[src/hdl/terd_pkg.sv]
`timescale 1ns / 1ps
// ----------------------------------------------------------------------------
// terd_pkg: shared types and tables for the entity reference decoder
// Holds the command/status structs and the name ROM.
// ----------------------------------------------------------------------------
package terd_pkg;

	localparam logic [7:0] CH_AMP   = 8'h26;
	localparam logic [7:0] CH_SEMI  = 8'h3B;
	localparam logic [7:0] CH_SPACE = 8'h20;
	localparam logic [7:0] CTRL_MAX = 8'd32;
	localparam int ROM_SIZE  = 115;
	localparam int KEY_MAX   = 8;
	localparam int TEXT_MAX  = 7;
	localparam int ROM_IDX_W = 7;

	// datapath operations commanded by the controller
	typedef enum logic [2:0] {
		OP_NONE,
		OP_LOAD_IN,   // take the input byte into the work queue
		OP_POP,       // drop the head byte of the work queue
		OP_PUSH_LA,   // move head byte into the lookahead buffer
		OP_FAIL,      // prepend lookahead to the work queue, clear lookahead
		OP_CLEAR_LA   // clear the lookahead buffer
	} dp_op_t;

	typedef struct packed {
		dp_op_t          op;
		logic            rom_start;
	} dp_cmd_t;

	typedef struct packed {
		logic            work_empty;
		logic            work_one;
		logic [7:0]      head;
		logic            la_full;
		logic            la_empty;
		logic            rom_done;
		logic            rom_hit;
		logic [2:0]      text_len;
	} dp_stat_t;

	typedef struct packed {
		logic [63:0]      key;
		logic [3:0]       key_len;
		logic [55:0]      text;
		logic [2:0]       text_len;
	} rom_entry_t;

	function automatic logic [63:0] pk(input string s);
		logic [63:0] r;
		r = '0;
		for (int i = 0; i < s.len() && i < 8; i++) r[i*8 +: 8] = s[i];
		return r;
	endfunction

	function automatic rom_entry_t mk(input string k, input string t);
		rom_entry_t e;
		e.key      = pk(k);
		e.key_len  = 4'(k.len());
		e.text     = 56'(pk(t));
		e.text_len = 3'(t.len());
		return e;
	endfunction

	function automatic rom_entry_t rom_read(input logic [ROM_IDX_W-1:0] a);
		rom_entry_t e;
		unique case (a)
			7'd0: e = mk("nbsp"," ");        7'd1: e = mk("iexcl"," ");
			7'd2: e = mk("Agrave","A");      7'd3: e = mk("Aacute","A");
			7'd4: e = mk("Acirc","A");       7'd5: e = mk("Atilde","A");
			7'd6: e = mk("Auml","Ae");       7'd7: e = mk("Aring","A");
			7'd8: e = mk("AElig","Ae");      7'd9: e = mk("Ccedil","C");
			7'd10: e = mk("Egrave","E");     7'd11: e = mk("Eacute","E");
			7'd12: e = mk("Ecirc","E");      7'd13: e = mk("Euml","E");
			7'd14: e = mk("Igrave","I");     7'd15: e = mk("Iacute","I");
			7'd16: e = mk("Icirc","I");      7'd17: e = mk("Iuml","I");
			7'd18: e = mk("Ntilde","N");     7'd19: e = mk("Ograve","O");
			7'd20: e = mk("Oacute","O");     7'd21: e = mk("Ocirc","O");
			7'd22: e = mk("Otilde","O");     7'd23: e = mk("Ouml","Oe");
			7'd24: e = mk("Oslash","Oe");    7'd25: e = mk("Ugrave","U");
			7'd26: e = mk("Uacute","U");     7'd27: e = mk("Ucirc","U");
			7'd28: e = mk("Uuml","Ue");      7'd29: e = mk("Yacute","Y");
			7'd30: e = mk("szlig","ss");     7'd31: e = mk("aacute","a");
			7'd32: e = mk("acirc","a");      7'd33: e = mk("atilde","a");
			7'd34: e = mk("auml","ae");      7'd35: e = mk("aring","a");
			7'd36: e = mk("aelig","ae");     7'd37: e = mk("ccedil","c");
			7'd38: e = mk("egrave","e");     7'd39: e = mk("eacute","e");
			7'd40: e = mk("ecirc","e");      7'd41: e = mk("euml","e");
			7'd42: e = mk("igrave","i");     7'd43: e = mk("iacute","i");
			7'd44: e = mk("icirc","i");      7'd45: e = mk("iuml","i");
			7'd46: e = mk("ntilde","n");     7'd47: e = mk("ograve","o");
			7'd48: e = mk("oacute","o");     7'd49: e = mk("ocirc","o");
			7'd50: e = mk("otilde","o");     7'd51: e = mk("ouml","oe");
			7'd52: e = mk("oslash","oe");    7'd53: e = mk("ugrave","u");
			7'd54: e = mk("uacute","u");     7'd55: e = mk("ucirc","u");
			7'd56: e = mk("uuml","ue");      7'd57: e = mk("yacute","y");
			7'd58: e = mk("yuml","y");       7'd59: e = mk("OElig","Oe");
			7'd60: e = mk("oelig","oe");     7'd61: e = mk("Scaron","S");
			7'd62: e = mk("scaron","s");     7'd63: e = mk("euro","Euro");
			7'd64: e = mk("Alpha","Alpha");  7'd65: e = mk("Beta","Beta");
			7'd66: e = mk("Gamma","Gamma");  7'd67: e = mk("Delta","Delta");
			7'd68: e = mk("Epsilon","Epsilon"); 7'd69: e = mk("Zeta","Zeta");
			7'd70: e = mk("Eta","Eta");      7'd71: e = mk("Theta","Theta");
			7'd72: e = mk("Iota","Iota");    7'd73: e = mk("Kappa","Kappa");
			7'd74: e = mk("Lambda","Lambda"); 7'd75: e = mk("Mu","Mu");
			7'd76: e = mk("Nu","Nu");        7'd77: e = mk("Xi","Xi");
			7'd78: e = mk("Omicron","Omicron"); 7'd79: e = mk("Pi","Pi");
			7'd80: e = mk("Rho","Rho");      7'd81: e = mk("Sigma","Sigma");
			7'd82: e = mk("Tau","Tau");      7'd83: e = mk("Upsilon","Upsilon");
			7'd84: e = mk("Phi","Phi");      7'd85: e = mk("Chi","Chi");
			7'd86: e = mk("Psi","Psi");      7'd87: e = mk("Omega","Omega");
			7'd88: e = mk("alpha","alpha");  7'd89: e = mk("beta","beta");
			7'd90: e = mk("gamma","gamma");  7'd91: e = mk("delta","delta");
			7'd92: e = mk("epsilon","epsilon"); 7'd93: e = mk("zeta","zeta");
			7'd94: e = mk("eta","eta");      7'd95: e = mk("theta","theta");
			7'd96: e = mk("iota","iota");    7'd97: e = mk("kappa","kappa");
			7'd98: e = mk("lambda","lambda"); 7'd99: e = mk("mu","mu");
			7'd100: e = mk("nu","nu");       7'd101: e = mk("xi","xi");
			7'd102: e = mk("omicron","omicron"); 7'd103: e = mk("pi","pi");
			7'd104: e = mk("rho","rho");     7'd105: e = mk("sigma","sigma");
			7'd106: e = mk("tau","tau");     7'd107: e = mk("upsilon","upsilon");
			7'd108: e = mk("phi","phi");     7'd109: e = mk("chi","chi");
			7'd110: e = mk("psi","psi");     7'd111: e = mk("omega","omega");
			7'd112: e = mk("thetasym","theta"); 7'd113: e = mk("upsih","upsilon");
			7'd114: e = mk("piv","pi");
			default: e = '0;
		endcase
		return e;
	endfunction

endpackage

[src/hdl/terd_ctrl.sv]
`timescale 1ns / 1ps
// ----------------------------------------------------------------------------
// terd_ctrl: scan controller
// Steps through queued bytes, decides copy, hold, resolve or replay.
// ----------------------------------------------------------------------------
module terd_ctrl import terd_pkg::*; (
	input  logic        clk,
	input  logic        arst_n,
	input  logic        in_valid,
	output logic        in_stall,
	input  logic        in_last,
	output logic        out_valid,
	input  logic        out_stall,
	output logic [7:0]  out_data,
	output logic        out_end,
	input  dp_stat_t    stat,
	input  logic [7:0]  text_byte,
	output dp_cmd_t     cmd,
	output logic [2:0]  text_sel
);
	typedef enum logic [2:0] {ST_IDLE, ST_SCAN, ST_ROM_WAIT, ST_TEXT, ST_FLUSH} st_t;

	st_t        st_q;
	logic       inref_q, last_q;
	logic [2:0] tix_q;
	logic       ov_q;
	logic [7:0] ob_q;
	logic       ol_q;
	logic       slot_free;
	logic       emit;
	logic [7:0] emit_b;
	logic       emit_last;  // this beat ends the string

	assign slot_free = !ov_q || !out_stall;
	assign in_stall  = !(st_q == ST_IDLE && slot_free);

	// work commands and an output beat for this cycle
	always_comb begin
		cmd.op        = OP_NONE;
		cmd.rom_start = 1'b0;
		emit          = 1'b0;
		emit_b        = stat.head;
		emit_last     = 1'b0;
		unique case (st_q)
			ST_IDLE: if (in_valid && slot_free) cmd.op = OP_LOAD_IN;
			ST_SCAN: if (slot_free && !stat.work_empty) begin
				if (!inref_q) begin
					cmd.op = OP_POP;
					if (stat.head != CH_AMP) begin
						emit      = 1'b1;
						emit_last = last_q && stat.work_one;
					end
				end else if (stat.head == CH_SEMI) begin
					cmd.op = OP_POP;
					cmd.rom_start = 1'b1;
				end else if (stat.head <= CTRL_MAX || stat.la_full) begin
					cmd.op = OP_FAIL;
					emit   = 1'b1;
					emit_b = CH_SPACE;
				end else begin
					cmd.op = OP_PUSH_LA;
				end
			end
			ST_ROM_WAIT: if (stat.rom_done && !stat.rom_hit && slot_free) begin
				emit = 1'b1;
				emit_b = CH_SPACE;
				emit_last = last_q && stat.work_empty;
				cmd.op = OP_CLEAR_LA;
			end
			ST_TEXT: if (slot_free) begin
				emit = 1'b1;
				emit_b = text_byte;
				if (tix_q + 1'b1 == stat.text_len) begin
					cmd.op = OP_CLEAR_LA;
					emit_last = last_q && stat.work_empty;
				end
			end
			ST_FLUSH: if (slot_free) begin
				cmd.op = OP_FAIL;
				emit   = 1'b1;
				emit_b = CH_SPACE;
				emit_last = last_q && stat.la_empty;
			end
			default: ;
		endcase
	end

	assign text_sel = tix_q;

	always_ff @(posedge clk or negedge arst_n) begin
		if (!arst_n) begin
			st_q    <= ST_IDLE;
			inref_q <= 1'b0;
			last_q  <= 1'b0;
			tix_q   <= '0;
			ov_q    <= 1'b0;
			ol_q    <= 1'b0;
		end else begin
			if (ov_q && !out_stall) ov_q <= 1'b0;
			if (emit) begin
				ov_q <= 1'b1;
				ob_q <= emit_b;
				ol_q <= emit_last;
			end
			unique case (st_q)
				ST_IDLE: if (cmd.op == OP_LOAD_IN) begin
					last_q <= in_last;
					st_q   <= ST_SCAN;
				end
				ST_SCAN: if (stat.work_empty) begin
					if (last_q && inref_q) st_q <= ST_FLUSH;
					else begin
						st_q <= ST_IDLE;
						if (last_q) inref_q <= 1'b0;
					end
				end else if (slot_free) begin
					if (!inref_q) begin
						if (stat.head == CH_AMP) inref_q <= 1'b1;
					end else if (stat.head == CH_SEMI) begin
						st_q <= ST_ROM_WAIT;
					end else if (cmd.op == OP_FAIL) begin
						inref_q <= 1'b0;
					end
				end
				ST_ROM_WAIT: if (stat.rom_done) begin
					if (stat.rom_hit) begin
						st_q <= ST_TEXT;
						tix_q <= '0;
					end else if (slot_free) begin
						inref_q <= 1'b0;
						st_q <= ST_SCAN;
					end
				end
				ST_TEXT: if (slot_free) begin
					tix_q <= tix_q + 1'b1;
					if (tix_q + 1'b1 == stat.text_len) begin
						inref_q <= 1'b0;
						st_q <= ST_SCAN;
					end
				end
				ST_FLUSH: if (slot_free) begin
					inref_q <= 1'b0;
					st_q <= ST_SCAN;
				end
				default: st_q <= ST_IDLE;
			endcase
		end
	end

	assign out_valid = ov_q;
	assign out_data  = ob_q;
	assign out_end   = ol_q;

`ifndef SYNTHESIS
	a_emit_room: assert property (@(posedge clk) disable iff (!arst_n)
		emit |-> slot_free) else $error("beat emitted into a full slot");
	a_no_accept_busy: assert property (@(posedge clk) disable iff (!arst_n)
		(st_q != ST_IDLE) |-> in_stall) else $error("input taken while busy");
	a_text_from_hit: assert property (@(posedge clk) disable iff (!arst_n)
		(st_q == ST_TEXT) |-> stat.rom_hit) else $error("text without ROM hit");
`endif

endmodule

[config.mk]
export PLATFORM = sky130hd
export DESIGN_NAME = terd_ctrl
export DESIGN_NICKNAME = d
export VERILOG_FILES = /design/src/hdl/terd_pkg.sv /design/src/hdl/terd_ctrl.sv
export SDC_FILE = /design/constraint.sdc
export NUM_CORES = 1
export LEC_CHECK = 0
export ABC_AREA = 1
export BUFFER_PORTS_ARGS = -buffer_cell sky130_fd_sc_hd__buf_2
export CORE_ASPECT_RATIO = 0.75
export CORE_UTILIZATION = 49
export CTS_CLUSTER_DIAMETER = 40
export CTS_CLUSTER_SIZE = 28
export DETAILED_ROUTE_END_ITERATION = 10
export PLACE_DENSITY = 0.85
export SLEW_MARGIN = 0
export SYNTH_ARGS = -nofsm -noshare
export SYNTH_HDL_FRONTEND = slang
export SYNTH_SLANG_ARGS = --single-unit
[constraint.sdc]
create_clock -name clk -period 2.75 [get_ports clk]
set_clock_uncertainty 0.1 [all_clocks]
set_input_delay 0.1375 -clock clk [delete_from_list [all_inputs] [get_ports clk]]
set_output_delay 0.1375 -clock clk [all_outputs]
set_load 0.01 [all_outputs]
Word level (Yosys, flattened, before mapping)
Cells that the tools add are included.

storage, ports and cells
  output and inout port bits = 18
  register bits after elaboration = 18
  bits of input ports = 30
  logic and storage cells = 126

cells by class
  reduce and logical (&&, ||, !) cells = 27
  eq/ne operators = 21
  order comparisons = 1
  add/subtract/negate cells = 1
  multiplexer cells = 69

operator list
  operator                                              count
  2-to-1 mux 3 bit                                      21
  2-to-1 mux 8 bit                                      7
  2-to-1 mux 1 bit                                      33
  one-hot mux 8 bit (4 select lines)                    1
  one-hot mux 3 bit (5 select lines)                    2
  == test 8 x 6 -> 1 bit (second input constant)        2
  != test 3 bit (second input constant)                 5
  logical AND 1 bit                                     10
  != test 2 bit (second input constant)                 5
  <= comparator 8 x 6 -> 1 bit (second input constant)  1
  != test 8 x 6 -> 1 bit (second input constant)        1
  one-hot mux 1 bit (4 select lines)                    2
  AND reduction 8 bit                                   1
  AND reduction 7 bit                                   1
  == test 3 x 1 -> 1 bit (second input constant)        2
  == test 3 x 2 -> 1 bit (second input constant)        2
  == test 3 bit (second input constant)                 2
  one-hot mux 3 bit (2 select lines)                    1
  logical NOT 1 bit                                     5
  2-to-1 mux 4 bit                                      1
  AND reduction 2 bit                                   2
  AND reduction 4 bit                                   1
  nonzero test 2 bit                                    2
  nonzero test 4 bit                                    1
  other kinds (7)                                       8

Logic depth before layout (Yosys ltp)
Gate-level depths: netlist (run 1).

  word-level depth = 14
  depth in mapped cells = 11
  mapped depth without buffers = 11

Worst setup path before layout (run 1)
No wires, ideal clock.

  path type = flip-flop to flip-flop
  from = register st_q[0]
  to = register ob_q[0], in the netlist out_data[0] (enable)
  cell stages (with the launch flop) = 8
  clock period less this slack = 1.976 ns
  arrival time = 1.505 ns
  data required time = 2.279 ns
  setup time = 0.371 ns
  slack = 0.774 ns
  buffers on the path = 0
  cell sequence = dfrtp_1 -> nor3_2 -> inv_2 -> nor2_4 -> nor2_4 -> nand2_1 -> nor3_2 -> nor2_1

on the way
  cells in the longest elaborated chain, start to end = 4
  elaborated cells between the ends (all ways) = 7
  those cells by class = eq/ne (4); mux (1); reduce/logical (2)

RTL lines
  element                                                  RTL line          text
  start, declared                                          terd_ctrl.sv:23   st_t st_q;
  start signal, assigned                                   terd_ctrl.sv:92   st_q <= ST_IDLE;
  start signal, assigned                                   terd_ctrl.sv:108  st_q <= ST_SCAN;
  start signal, assigned                                   terd_ctrl.sv:111  if (last_q && inref_q) st_q <= ST_FLUSH;
  == test 3 bit or == test 3 x 2 -> 1 bit (tied branches)  terd_ctrl.sv:44   unique case (st_q)
  OR reduction 2 bit (no source line)                      --
  one-hot mux 1 bit (3 select lines) (*)                   terd_ctrl.sv:44
  AND reduction 2 bit (no source line) (*)                 --
  end signal, assigned                                     terd_ctrl.sv:102  ob_q <= emit_b;
  end, declared                                            terd_ctrl.sv:27   logic [7:0] ob_q;

Mark *: on every way between the ends. The rest lies on a longest branch, timed or not.
A chain may end at the register's enable or synchronous reset.

Worst setup path after layout (run 1)
  from = register st_q[2]
  to = register ob_q[7], in the netlist out_data[7] (enable)

The elaborated chain is that of the path after synthesis.

==> results.txt, run 1 <==
The run finished with clean final reports. The net count after synthesis is roughly 230. Of the total power, the share spent switching nets is 0.456.

The power density over the cells is ~840 mW/mm^2. The design internal power is a little under 800 uW. The die boundary width came out at 62.8 um.

The area enclosed by the die boundary is around 0.003 mm^2. The number of standard-cell rows in the floorplan is 16. The starting DRC count in detailed routing came out at 88. For the worst setup path, the data required time is roughly 2.5 ns.

The critical path is of the reg2reg type. The number of antenna violations at the first check in global routing was 0. During synthesis, Yosys emitted a total of 0 warnings. The path class of the tightest hold or removal check is in2reg.

No sink is reached through more buffers than the 2 on the longest clock path. CTS built an H-tree with a depth of 1. The share of the core filled with cells came out at 0.645.

The total vias in the final route came out at 1,445. TritonCTS built the clock tree. Summed over all layers, the routed wires come to around 3300 um. The post-route minimum period is 2.23 ns.

The part of the power in the clock network came out at 0.134. After detailed routing, the number of vias per cell comes to 5.07. The arrival time at the worst endpoint came out at around 2 ns. The effective utilization at floorplan is 0.519. The share of total power in combinational logic came out at 0.547. In this run the post-CTS setup repair buffer count came out at 0.

In this run the tightest slew margin relative to its limit is 0.586. The portion of total power attributed to sequential cells came out at 0.319. The standard cell area after detailed placement is approximately 0.0016 mm^2. The peak fanout along the critical path came out at 8. The vertical die dimension is ~48 um. The first global-routing pass estimated 5140 um of wire. The largest net degree at the start of global routing came out at 12. The first-pass detailed-route iteration total is 4. The number of cells produced by synthesis is approximately 200. The via count of the first global-routing pass is about 1,200.

The diode insertion count for antenna repair came out at 0. For this run, the total global-route usage over all layers was measured as 0.232. The minimum setup slack in the final design came out at about 0.52 ns. The count of final max-slew check failures is 0. The insertion delay of the later-clocked pin in the worst-skew pair came out at approximately 0.26 ns. The number of buffers created by CTS came out at 3.

After synthesis the netlist holds a flip-flop and latch count of 18. STA classifies the critical path endpoint as a flop. The total of buffers placed on input and output ports is between 40 and 50.

At the placement stage, the worst setup path has a slack of between 0.5 and 0.6 ns. The area of the mapped netlist came out at between 0.001 and 0.0015 mm^2. The final worst-path cycle share is 0.812.

The final hold violation count is 0. Compared with the post-synthesis result, the final layout area differs by 24.4%. After detailed routing, the average wire length per cell comes to roughly 12 um. The static leakage came out at roughly 0.00094 uW. Clock tree synthesis found a total of 18 sinks. Setup repair after global routing left no endpoint under its margin. The count of distinct cell types in the synthesized netlist came out at 29. The highest clock frequency the design can meet is 448 MHz. The CTS clock-pin slew for the worst setup and hold paths came out at about 0.070 ns. The number of I/O pins is between 40 and 50.

After the last flow step, the layout net total stands at 281. The HPWL reported at the end of detailed placement is approximately 2700 um. The last weighted congestion value of the routability-driven placer came out at between 0.9 and 1.

Of the cells placed in the final design, the portion with a size suffix greater than 1 is 0.297. The worst setup path is launched from a flop. Once detail routing completed, the nets flagged for antenna violations numbered 0. The highest ir drop seen on vdd is ~0.40 mV. Hold is met by around 0.044 ns. In this run the mean area of a mapped cell was ~6.9 um^2. The area of all placed cells without fillers is ~0.0017 mm^2. The most common cell after layout, fill and taps aside is sky130_fd_sc_hd__nand2_1.

The number of setup violations in the final report came out at 0. At the pin with the least slew margin, the transition time is between 0.6 and 0.7 ns. Of the synthesized area, sequential elements account for 0.361. The total congestion overflow came out at 0. For this run, design rule violations remaining after detail routing come to 0. The core area is ~0.0026 mm^2.

The setup TNS is 0 ns. The tree is rooted in a sky130_fd_sc_hd__clkbuf_8. Max-cap violations in this run came to 0.

In the layout the commonest cells are 65 x sky130_fd_sc_hd__nand2_1, 47 x sky130_fd_sc_hd__buf_2, 27 x sky130_fd_sc_hd__inv_1. The analysis attributes to net switching a power of about 650 uW.
==> path summary, 6_finish.rpt <==
| kind | startpoint | to | slack (ns) | cells after the start |
|---|---|---|---|---|
| min reg2reg | out_end$_DFFE_PN0P_ | out_end$_DFFE_PN0P_ | 0.42 | 2 |
| min in group asynchronous | arst_n | text_sel[2]$_DFFE_PN0P_ | 0.18 | 2 |
| max | st_q[2]$_DFFE_PN0P_ | out_data[7]$_DFFE_PP_ | 0.52 | 7 |
| max in group asynchronous | arst_n | text_sel[0]$_DFFE_PN0P_ | 2.16 | 2 |
| min | in_last | last_q$_DFFE_PN0P_ | 0.04 | 3 |
| max reg2reg | st_q[2]$_DFFE_PN0P_ | out_data[7]$_DFFE_PP_ | 0.52 | 7 |
==> final cells by class <==
class                           count  area [um^2]
Clock inverter                      1         3.75
Timing Repair Buffer               49          253
Tap cell                           36         45.0
Clock buffer                        3         41.3
Sequential cell                    18          490
Inverter                           30          113
Multi-Input combinational cell    148          746
Fill cell                         243          931
==> critical path, cell delays in order, from the launching register on <==
cell,delay [ns]
sky130_fd_sc_hd__dfrtp_1,0.41
sky130_fd_sc_hd__inv_1,0.15
sky130_fd_sc_hd__nand3_2,0.18
sky130_fd_sc_hd__nor2_2,0.21
sky130_fd_sc_hd__nand2_2,0.10
sky130_fd_sc_hd__nor2_2,0.16
sky130_fd_sc_hd__nor3_2,0.08
sky130_fd_sc_hd__nor2_1,0.48
==> sequential cells by signal (all words and copies together), names as in the netlist <==
signal,flops
inref_q,1
last_q,1
out_data,8
out_end,1
out_valid,1
st_q,3
text_sel,3
==> routing by layer <==
layer / track usage / part of all wire / vias up
met5: 0 / 0 / -
met4: 0.0837 / 0.011 / 0
met2: 0.367 / 0.45 / 59
met3: 0.0500 / 0.078 / 5
met1: 0.320 / 0.46 / 637
li1: - / - / 744
==> metrics by stage <==
| step | total power, uW | std cells |
|---|---|---|
| finish | 1420 | 285 |
| global route | 1550 | 285 |
| CTS | 1430 | 285 |
| detailed placement | 1230 | 280 |
| global placement | 1210 | 280 |
| floorplan | 1010 | 197 |
==> what timing repair did <==
action,in CTS,in global routing
hold buffers,1,0
resized for setup,0,0
endpoints found under the hold margin,10,0
==> power by group through the flow <==
stage	registers [uW]	logic [uW]	clock network, uW
after floorplan	480	529	0
after global placement	454	758	0
after detailed placement	460	771	0
after CTS	454	778	199
after global routing	463	872	214
final	454	778	190
==> cell families (layout without fill, tap and decap cells) <==
kind of cell	Yosys count	after routing	synth area share
buffers and inverters	31	83	0.0911
and+or+nand+nor	120	120	0.419
DFF	18	18	0.361
adders and majority gates	1	1	0.00920
AOI/OAI and AO/OA	25	25	0.107
xor gates and xnor gates	2	2	0.0129
==> cell usage after synthesis <==
cell type | n | area share
sky130_fd_sc_hd__a21oi_1 | 9 | 0.033
sky130_fd_sc_hd__nor2_4 | 2 | 0.017
sky130_fd_sc_hd__buf_6 | 1 | 0.0083
sky130_fd_sc_hd__a21oi_2 | 1 | 0.0064
sky130_fd_sc_hd__nand3_1 | 13 | 0.048
sky130_fd_sc_hd__edfxtp_1 | 8 | 0.18
sky130_fd_sc_hd__o211ai_1 | 1 | 0.0055
sky130_fd_sc_hd__o21bai_1 | 1 | 0.0055
sky130_fd_sc_hd__ha_1 | 1 | 0.0092
sky130_fd_sc_hd__nor2_2 | 4 | 0.018
sky130_fd_sc_hd__nor2_1 | 15 | 0.041
sky130_fd_sc_hd__o31ai_1 | 3 | 0.017
sky130_fd_sc_hd__nor3_2 | 2 | 0.015
sky130_fd_sc_hd__nand3_2 | 4 | 0.029
sky130_fd_sc_hd__or2_1 | 1 | 0.0046
sky130_fd_sc_hd__nand4_1 | 3 | 0.014
sky130_fd_sc_hd__o21ai_0 | 7 | 0.026
sky130_fd_sc_hd__a22o_1 | 1 | 0.0064
sky130_fd_sc_hd__nand2_1 | 65 | 0.18
sky130_fd_sc_hd__xnor2_1 | 1 | 0.0064
sky130_fd_sc_hd__inv_2 | 3 | 0.0083
sky130_fd_sc_hd__nor3_1 | 3 | 0.011
sky130_fd_sc_hd__o21ai_1 | 2 | 0.0074
sky130_fd_sc_hd__xor2_1 | 1 | 0.0064
sky130_fd_sc_hd__nand3b_1 | 1 | 0.0055
sky130_fd_sc_hd__inv_1 | 27 | 0.075
sky130_fd_sc_hd__nand4_2 | 1 | 0.0092
sky130_fd_sc_hd__nand2_2 | 6 | 0.028
sky130_fd_sc_hd__dfrtp_1 | 10 | 0.18
Power figures use the tool's default switching activity.
==> run 2: changes to the inputs <==
--- a/config.mk
+++ b/config.mk
@@ -8,11 +8,11 @@
 export ABC_AREA = 1
 export BUFFER_PORTS_ARGS = -buffer_cell sky130_fd_sc_hd__buf_2
 export CORE_ASPECT_RATIO = 0.75
-export CORE_UTILIZATION = 49
+export CORE_UTILIZATION = 45
 export CTS_CLUSTER_DIAMETER = 40
 export CTS_CLUSTER_SIZE = 28
 export DETAILED_ROUTE_END_ITERATION = 10
-export PLACE_DENSITY = 0.85
+export PLACE_DENSITY = 0.82
 export SLEW_MARGIN = 0
 export SYNTH_ARGS = -nofsm -noshare
 export SYNTH_HDL_FRONTEND = slang
==> constraint.sdc (replaced) <==
create_clock -name clk -period 1.9 [get_ports clk]
set_clock_uncertainty 0.1 [all_clocks]
set_input_delay 0.095 -clock clk [delete_from_list [all_inputs] [get_ports clk]]
set_output_delay 0.095 -clock clk [all_outputs]
set_load 0.01 [all_outputs]
==> run 2 against run 1 <==
- largest power group unchanged
- critical path type is now reg2out
- worst setup slack lost 0.48 ns
- non-clock buffer count grew 23
- global-route usage grew 0.59 points
- critical endpoint is now cmd[1]
- combinational power grew 84%
- sequential power grew 46%
- cell count grew 8.1%
- routed wire length grew 10%
- worst hold slack lost 0.018 ns
==> results.txt, run 2 (synthesized netlist as in run 1, its figures left out) <==
The run finished with clean final reports. The count of filler cells inserted in the layout came out at 225 (-7.4%). The insertion delay of the later-clocked pin in the worst-skew pair came out at 0.26 ns (about the same).

The slew at the pin with the worst max-slew slack came out at 0.327 ns (-0.292 ns). The first-pass detailed-route iteration total is 4 (unchanged). The area enclosed by the die boundary is 0.00325 mm^2 (+8.6%).

The min-delay analysis places its worst path in the category in2reg. The fraction of final layout cells with drive strength greater than 1 came out at 0.393 (+0.0962). The overall power after layout came out at 2370 uW (+66%). The worst setup path is of the reg2out kind. The die boundary width came out at 65.5 um (+4.2%).

Counting I/O delays and the setup requirement, the final critical path takes 1.86 ns. The number of flip-flops in the largest register is 8 (unchanged). The largest net degree at the start of global routing is 12 (unchanged).

The worst setup path is captured at a primary output. The total of buffers placed on input and output ports is 47 (unchanged). The via count of the first global-routing pass is 1,308 (+14%).

The highest clock frequency the design can meet is ~540 MHz. The number of nets in the layout is 304 (+8.2%). The effective utilization at floorplan came to 0.496 (-0.0227). The worst setup slack before clock tree synthesis is 0.0282 ns (-0.520 ns). The HPWL reported at the end of detailed placement came to 2800 um (+4.7%). The static leakage came to 0.00105 uW (+12%). The number of I/O pins came out at 48 (unchanged). The critical path required time is 1.70 ns (-0.84 ns). The number of cells after detailed placement is 293 (+4.6%). The power density over the cells came out at 1230 mW/mm^2 (+46%). The highest ir drop seen on vdd is 0.784 mV (+97%).

The residual DRC count is 0 (unchanged). CTS placed an instance of sky130_fd_sc_hd__clkbuf_8 at the clock tree root. The count of final max-slew check failures came out at 0 (unchanged). The wire length of the first global-routing pass is 5840 um (+14%).

The count of clock tree sinks came out at 18 (unchanged). The number of antenna violations at the first check in global routing came out at 0 (unchanged). The layout overhead on the synthesized area is 41.9%. Leaving out fill and tap cells, the most frequent cell in the layout is sky130_fd_sc_hd__nand2_1. The starting DRC count in detailed routing was 93 (+5.7%).

The minimum setup slack in the final design came out at 0.0382 ns (-0.478 ns). The last weighted congestion value of the routability-driven placer is 0.979 (-0.76%). The diode insertion count for antenna repair is 0 (unchanged). The per-cell via count in the routed design is 4.99 (-1.6%). The number of nets still failing antenna checks after routing came out at 0 (unchanged). The final hold violation count is 0 (unchanged). The final worst-path cycle share came out at 0.980. The number of setup violations in the final report came out at 0 (unchanged). STA classifies the critical path startpoint as a flop. The max-capacitance violation count is 0 (unchanged). The worst-case headroom to the max-slew limit was 0.781 (+0.195). The arrival time at the worst endpoint came out at 1.67 ns (-0.36 ns). The vertical die dimension is 49.6 um (+4.2%). The total vias in the final route came out at 1,536 (+6.3%).

The average detailed-routed wire length per instance came out at 11.9 um (+1.8%). The routed wire length is 3680 um (+10%). The maximum level of the CTS H-tree was 1 (unchanged).

In the layout the commonest cells are 62 x sky130_fd_sc_hd__nand2_1, 47 x sky130_fd_sc_hd__buf_2, 27 x sky130_fd_sc_hd__inv_1. The number of buffers created by CTS is 3 (unchanged). The peak fanout along the critical path is 3 (-5). The global router's overall resource usage is 0.237 (+0.00590). TritonCTS built the clock tree. The CTS clock-pin slew for the worst setup and hold paths is 0.07 ns (about the same). The count of placed standard cells in the final layout, fillers left out came out at 308 (+8.1%). The core area came out at 0.00274 mm^2 (+4.6%). The number of standard-cell rows in the floorplan is 16 (unchanged). The setup TNS is 0 ns (unchanged). The total congestion overflow came out at 0 (unchanged). Setup repair after global routing could not meet its margin everywhere. The buffer levels on the longest clock path is 2 (unchanged). The share of the core filled with cells is 0.703 (+0.0584).
[run 2: timing repair]
item | CTS | global route
setup endpoints to repair | 2 | 17
gates resized for setup | 6 | 12
hold endpoints to repair | 11 | 0
buffers inserted | 5 | 4
pin swaps | 11 | 7
hold buffers | 2 | 0
[run 2: metrics by stage]
stage          instance area (um^2)  hold WS [ns]
6_report                       1930        0.0263
5_1_grt                        1930        0.0283
4_1_cts                        1870        0.0212
3_5_place_dp                   1740        -0.124
3_3_place_gp                   1740        -0.121
2_1_floorplan                  1360        -0.301
[run 2: final cells by class]
| type | count | area [um^2] | area share |
|---|---|---|---|
| multi-input cells | 148 | 803 | 0.416 |
| flip-flops and latches | 18 | 492 | 0.255 |
| repair buffers | 72 | 432 | 0.224 |
| inverters | 30 | 113 | 0.0584 |
| well taps | 36 | 45.0 | 0.0233 |
| clock buffers | 3 | 41.3 | 0.0214 |
| clock inverters | 1 | 3.75 | 0.00195 |
[run 2: path summary, 6_finish.rpt]
check / from / endpoint / slack (ns) / cells after the start
worst min-delay path: text_byte[7] / out_data[7]$_DFFE_PP_ / 0.03 / 3
worst max-delay path: st_q[2]$_DFFE_PN0P_ / cmd[1] / 0.04 / 10
worst min register to register: out_end$_DFFE_PN0P_ / out_end$_DFFE_PN0P_ / 0.39 / 2
worst max register to register: out_valid$_DFFE_PN0P_ / out_data[0]$_DFFE_PP_ / 0.10 / 8
max in group asynchronous: arst_n / st_q[0]$_DFFE_PN0P_ / 1.35 / 2
min in group asynchronous: arst_n / out_valid$_DFFE_PN0P_ / 0.13 / 2
[run 2: where the power goes]
group | total [uW] | internal, uW | switching, uW
clock network | 274 | 144 | 130
registers | 662 | 572 | 89.4
logic | 1430 | 603 | 829
[run 2: critical path, cell delays in order, from the launching register on]
cell and delay [ns]:
sky130_fd_sc_hd__dfrtp_1 0.41, sky130_fd_sc_hd__inv_1 0.12, sky130_fd_sc_hd__buf_4 0.15, sky130_fd_sc_hd__nand3_4 0.08
sky130_fd_sc_hd__nor2_4 0.14, sky130_fd_sc_hd__buf_6 0.12, sky130_fd_sc_hd__nand3_2 0.10, sky130_fd_sc_hd__nand2_2 0.10
sky130_fd_sc_hd__nor2_2 0.04, sky130_fd_sc_hd__inv_1 0.04, sky130_fd_sc_hd__buf_2 0.11
[run 2: routing by layer]
layer / part of all wire / track usage / up-vias
met5: 0 / 0 / -
met4: 0.011 / 0.0688 / 0
met3: 0.073 / 0.0463 / 5
met2: 0.43 / 0.338 / 64
met1: 0.49 / 0.359 / 683
li1: - / - / 784
==> run 3: changes to the inputs <==
--- a/config.mk
+++ b/config.mk
@@ -12,7 +12,8 @@
 export CTS_CLUSTER_DIAMETER = 40
 export CTS_CLUSTER_SIZE = 28
 export DETAILED_ROUTE_END_ITERATION = 10
-export PLACE_DENSITY = 0.82
+export GPL_TIMING_DRIVEN = 0
+export PLACE_DENSITY = 0.76
 export SLEW_MARGIN = 0
 export SYNTH_ARGS = -nofsm -noshare
 export SYNTH_HDL_FRONTEND = slang
==> run 3 against run 2 <==
- the run now ends with negative setup slack left
- count of clock-buffer cells in the layout stayed put
- clock power rose by 4%
- largest power group unchanged
- via count decreased by 4.3%
- critical path depth unchanged
- fmax decreased by 2.0%
- worst hold slack got worse by 0.015 ns
- first-iteration DRC count rose by 3.2%
- sequential power grew 0.8%
- sequential share of layout area rose by 1.2 points
- routed wire length fell by 2.0%
- register-to-register slack worse by 0.05 ns
==> results.txt, run 3 (synthesized netlist as in run 1, its figures left out) <==
The worst setup path is captured at a primary output. The peak fanout along the critical path was 2 (-1). The HPWL reported at the end of detailed placement is 2680 um (-4.3%). The cell count of the worst reg-to-reg path was 10 (+2).

The max-capacitance violation count was 0 (unchanged). The total congestion overflow was 0 (unchanged). The number of flip-flops in the largest register was 8 (unchanged). The highest cell delay on the worst timing path came out at 0.42 ns (about the same). The wire length of the first global-routing pass came out at 5640 um (-3.4%). The post-route minimum period came out at 1.90 ns (+0.0387 ns). The slowest stage of the critical path belongs to the cell sky130_fd_sc_hd__dfrtp_1. In this run the worst setup path begins at text_sel[1]$_DFFE_PN0P_.

The area enclosed by the die boundary came out at 0.00325 mm^2 (unchanged). The number of antenna violations at the first check in global routing is 0 (unchanged). Among cell families on the critical path, the largest total delay comes from simple AND/OR/NAND/NOR gates. The residual DRC count came out at 0 (unchanged).

The number of nets still failing antenna checks after routing is 0 (unchanged). The library cell used most frequently in the layout, excluding fill and tap cells, is sky130_fd_sc_hd__nand2_1. The critical path in this run is classified as reg2out. The first-pass detailed-route iteration total came out at 4 (unchanged). The number of I/O pins came out at 48 (unchanged).

The worst register-to-register path ends at st_q[0]$_DFFE_PN0P_. The critical path required time came out at 1.70 ns (about the same). The insertion delay of the later-clocked pin in the worst-skew pair came out at 0.26 ns (about the same). The via count of the first global-routing pass came out at 1,269 (-3.0%). The per-cell via count in the routed design came to 5.05 (+1.3%). The die boundary width is 65.5 um (unchanged). The effective utilization at floorplan is 0.496 (unchanged). The register-to-register setup slack came out at 0.05 ns (-0.05 ns).

The last weighted congestion value of the routability-driven placer is 0.942 (-3.8%). The largest net degree at the start of global routing came out at 12 (unchanged). The number of nets in the layout is 287 (-5.6%).

The count of filler cells inserted in the layout came out at 254 (+13%). The area of all placed cells without fillers is 0.00185 mm^2 (-4.3%). The average detailed-routed wire length per instance is 12.4 um (+3.7%). The number of buffers created by CTS is 3 (unchanged). The power density over the cells was 1250 mW/mm^2 (+2.3%).

The final worst-path cycle share is 1.00 (+0.0204). The highest clock frequency the design can meet came out at 526 MHz (-2.0%). The number of standard-cell rows in the floorplan was 16 (unchanged). The count of clock tree sinks is 18 (unchanged).

The total of buffers placed on input and output ports is 47 (unchanged). Traced cell by cell, the critical path runs through ha_4, or2_4, nand2_2, nand2_2, nand2_2, nand3_4, nand2_4, nor2_4, inv_1, buf_2. The tree is rooted in a sky130_fd_sc_hd__clkbuf_8.

The count of cell instances traversed by the critical path came out at 10 (unchanged). The fraction of final layout cells with drive strength greater than 1 is 0.369 (-0.0248). The static leakage is 0.000984 uW (-6.6%). The highest ir drop seen on vdd came out at 0.624 mV (-20%). The worst-case headroom to the max-slew limit is 0.768 (-0.0130).

The final hold violation count came to 0 (unchanged). The most numerous cell type found on the critical path is sky130_fd_sc_hd__nand2_2. The checks that failed: negative setup slack. The most critical setup path has its endpoint at cmd[1]. The path type of the worst min-delay path is in2reg.

The number of setup violations in the final report came out at 1 (+1). The setup TNS is -0.000453 ns (-0.000453 ns). The diode insertion count for antenna repair came to 0 (unchanged). The top cell types in the final layout, fill and taps aside, are 62 x sky130_fd_sc_hd__nand2_1, 47 x sky130_fd_sc_hd__buf_2, 26 x sky130_fd_sc_hd__inv_1.

The minimum setup slack in the final design is -0.000453 ns (-0.0387 ns). The startpoint of the lowest-slack register-to-register path is text_sel[1]$_DFFE_PN0P_. The arrival time at the worst endpoint is 1.71 ns (+0.04 ns). The maximum level of the CTS H-tree is 1 (unchanged). The flow ran to the end, but the final reports show violations. The total vias in the final route came out at 1,470 (-4.3%). The critical path buffer and inverter count came out at 2 (-3). The routed wire length is 3600 um (-2.0%). The count of final max-slew check failures is 0 (unchanged). The buffer levels on the longest clock path is 2 (unchanged). The CTS clock-pin slew for the worst setup and hold paths came out at 0.07 ns (about the same).

The layout overhead on the synthesized area came out at 35.8%. The starting DRC count in detailed routing came out at 96 (+3.2%). TritonCTS built the clock tree. The global router's overall resource usage is 0.234 (-0.00364). The standard cell area after detailed placement is 0.00164 mm^2 (-5.4%). STA classifies the critical path startpoint as a flop. The vertical die dimension is 49.6 um (unchanged). Setup repair after global routing could not meet its margin everywhere. The slew at the pin with the worst max-slew slack is 0.345 ns (+0.0183 ns). The core area came out at 0.00274 mm^2 (unchanged).
==> run 3: cell count changes in the layout (fill, tap and decap cells not counted), moves of 2 or more <==
cell                      before  now
sky130_fd_sc_hd__nand2_4       0    2
sky130_fd_sc_hd__nand3_2       2    4
sky130_fd_sc_hd__nand2_2       9    7
sky130_fd_sc_hd__buf_4        22    5
sky130_fd_sc_hd__nor2_4        5    7
sky130_fd_sc_hd__nor3_2        3    1
sky130_fd_sc_hd__nand3_1      13   11
==> run 3: worst min-delay path by stage <==
stage	startpoint	endpoint	cells after the start
global route	text_byte[6]	out_data[6]$_DFFE_PP_	3
detailed placement	arst_n	text_sel[1]$_DFFE_PN0P_	1
floorplan	arst_n	inref_q$_DFFE_PN0P_	0
global placement	arst_n	text_sel[1]$_DFFE_PN0P_	1
CTS	text_byte[7]	out_data[7]$_DFFE_PP_	3
finish	text_byte[7]	out_data[7]$_DFFE_PP_	3
==> run 3: routing by layer <==
metal | global-route usage | vias up | wire length [um]
met5 | 0 | - | 0
met4 | 0.0870 | 0 | 59
met3 | 0.0440 | 8 | 248
met2 | 0.337 | 56 | 1580
met1 | 0.343 | 652 | 1720
li1 | - | 754 | -
==> run 3: repair_timing <==
item	CTS	global route
hold endpoints to repair	11	0
hold buffers	2	0
pin swaps	3	8
setup endpoints to repair	12	16
setup buffers	2	3
resized for setup	10	15
==> run 3: stage by stage <==
| step | hold WS [ns] | setup WS [ns] | cells | power (uW) | utilization |
|---|---|---|---|---|---|
| after floorplan | -0.301 | 0.0795 | 197 | 1460 | - |
| after global placement | -0.123 | -0.156 | 280 | 1760 | 0.599 |
| after detailed placement | -0.124 | -0.171 | 280 | 1780 | 0.599 |
| after CTS | 0.00754 | 0.00639 | 288 | 2180 | 0.646 |
| after global routing | 0.0253 | -0.0810 | 291 | 2520 | 0.673 |
| final | 0.0117 | -0.000453 | 291 | 2320 | 0.673 |
==> run 3: cell type report <==
cell class,instances,area (um^2),area share
buffer,1,11.3,0.00610
clock buffer,3,41.3,0.0224
clock inverter,1,3.75,0.00203
inverter,30,113,0.0610
multi-input combinational,148,847,0.459
sequential,18,493,0.267
tap,36,45.0,0.0244
timing repair buffer,54,293,0.159
==> run 3: worst reg2reg max path: stages, from the launching register on <==
cell and delay [ns]:
sky130_fd_sc_hd__dfrtp_1 0.42, sky130_fd_sc_hd__ha_4 0.18, sky130_fd_sc_hd__or2_4 0.24, sky130_fd_sc_hd__nand2_2 0.08, sky130_fd_sc_hd__nand2_2 0.05, sky130_fd_sc_hd__nand2_2 0.09, sky130_fd_sc_hd__nand2_1 0.07, sky130_fd_sc_hd__a21oi_2 0.24
sky130_fd_sc_hd__nand3_2 0.13, sky130_fd_sc_hd__nand2_1 0.08, sky130_fd_sc_hd__o21ai_1 0.06
==> run 3: power by group <==
| group | switching, uW | internal [uW] | total (uW) | leakage, uW |
|---|---|---|---|---|
| combinational | 829 | 535 | 1360 | 0.000762 |
| sequential | 97.4 | 570 | 667 | 0.000198 |
| clock | 142 | 144 | 286 | 0.0000231 |
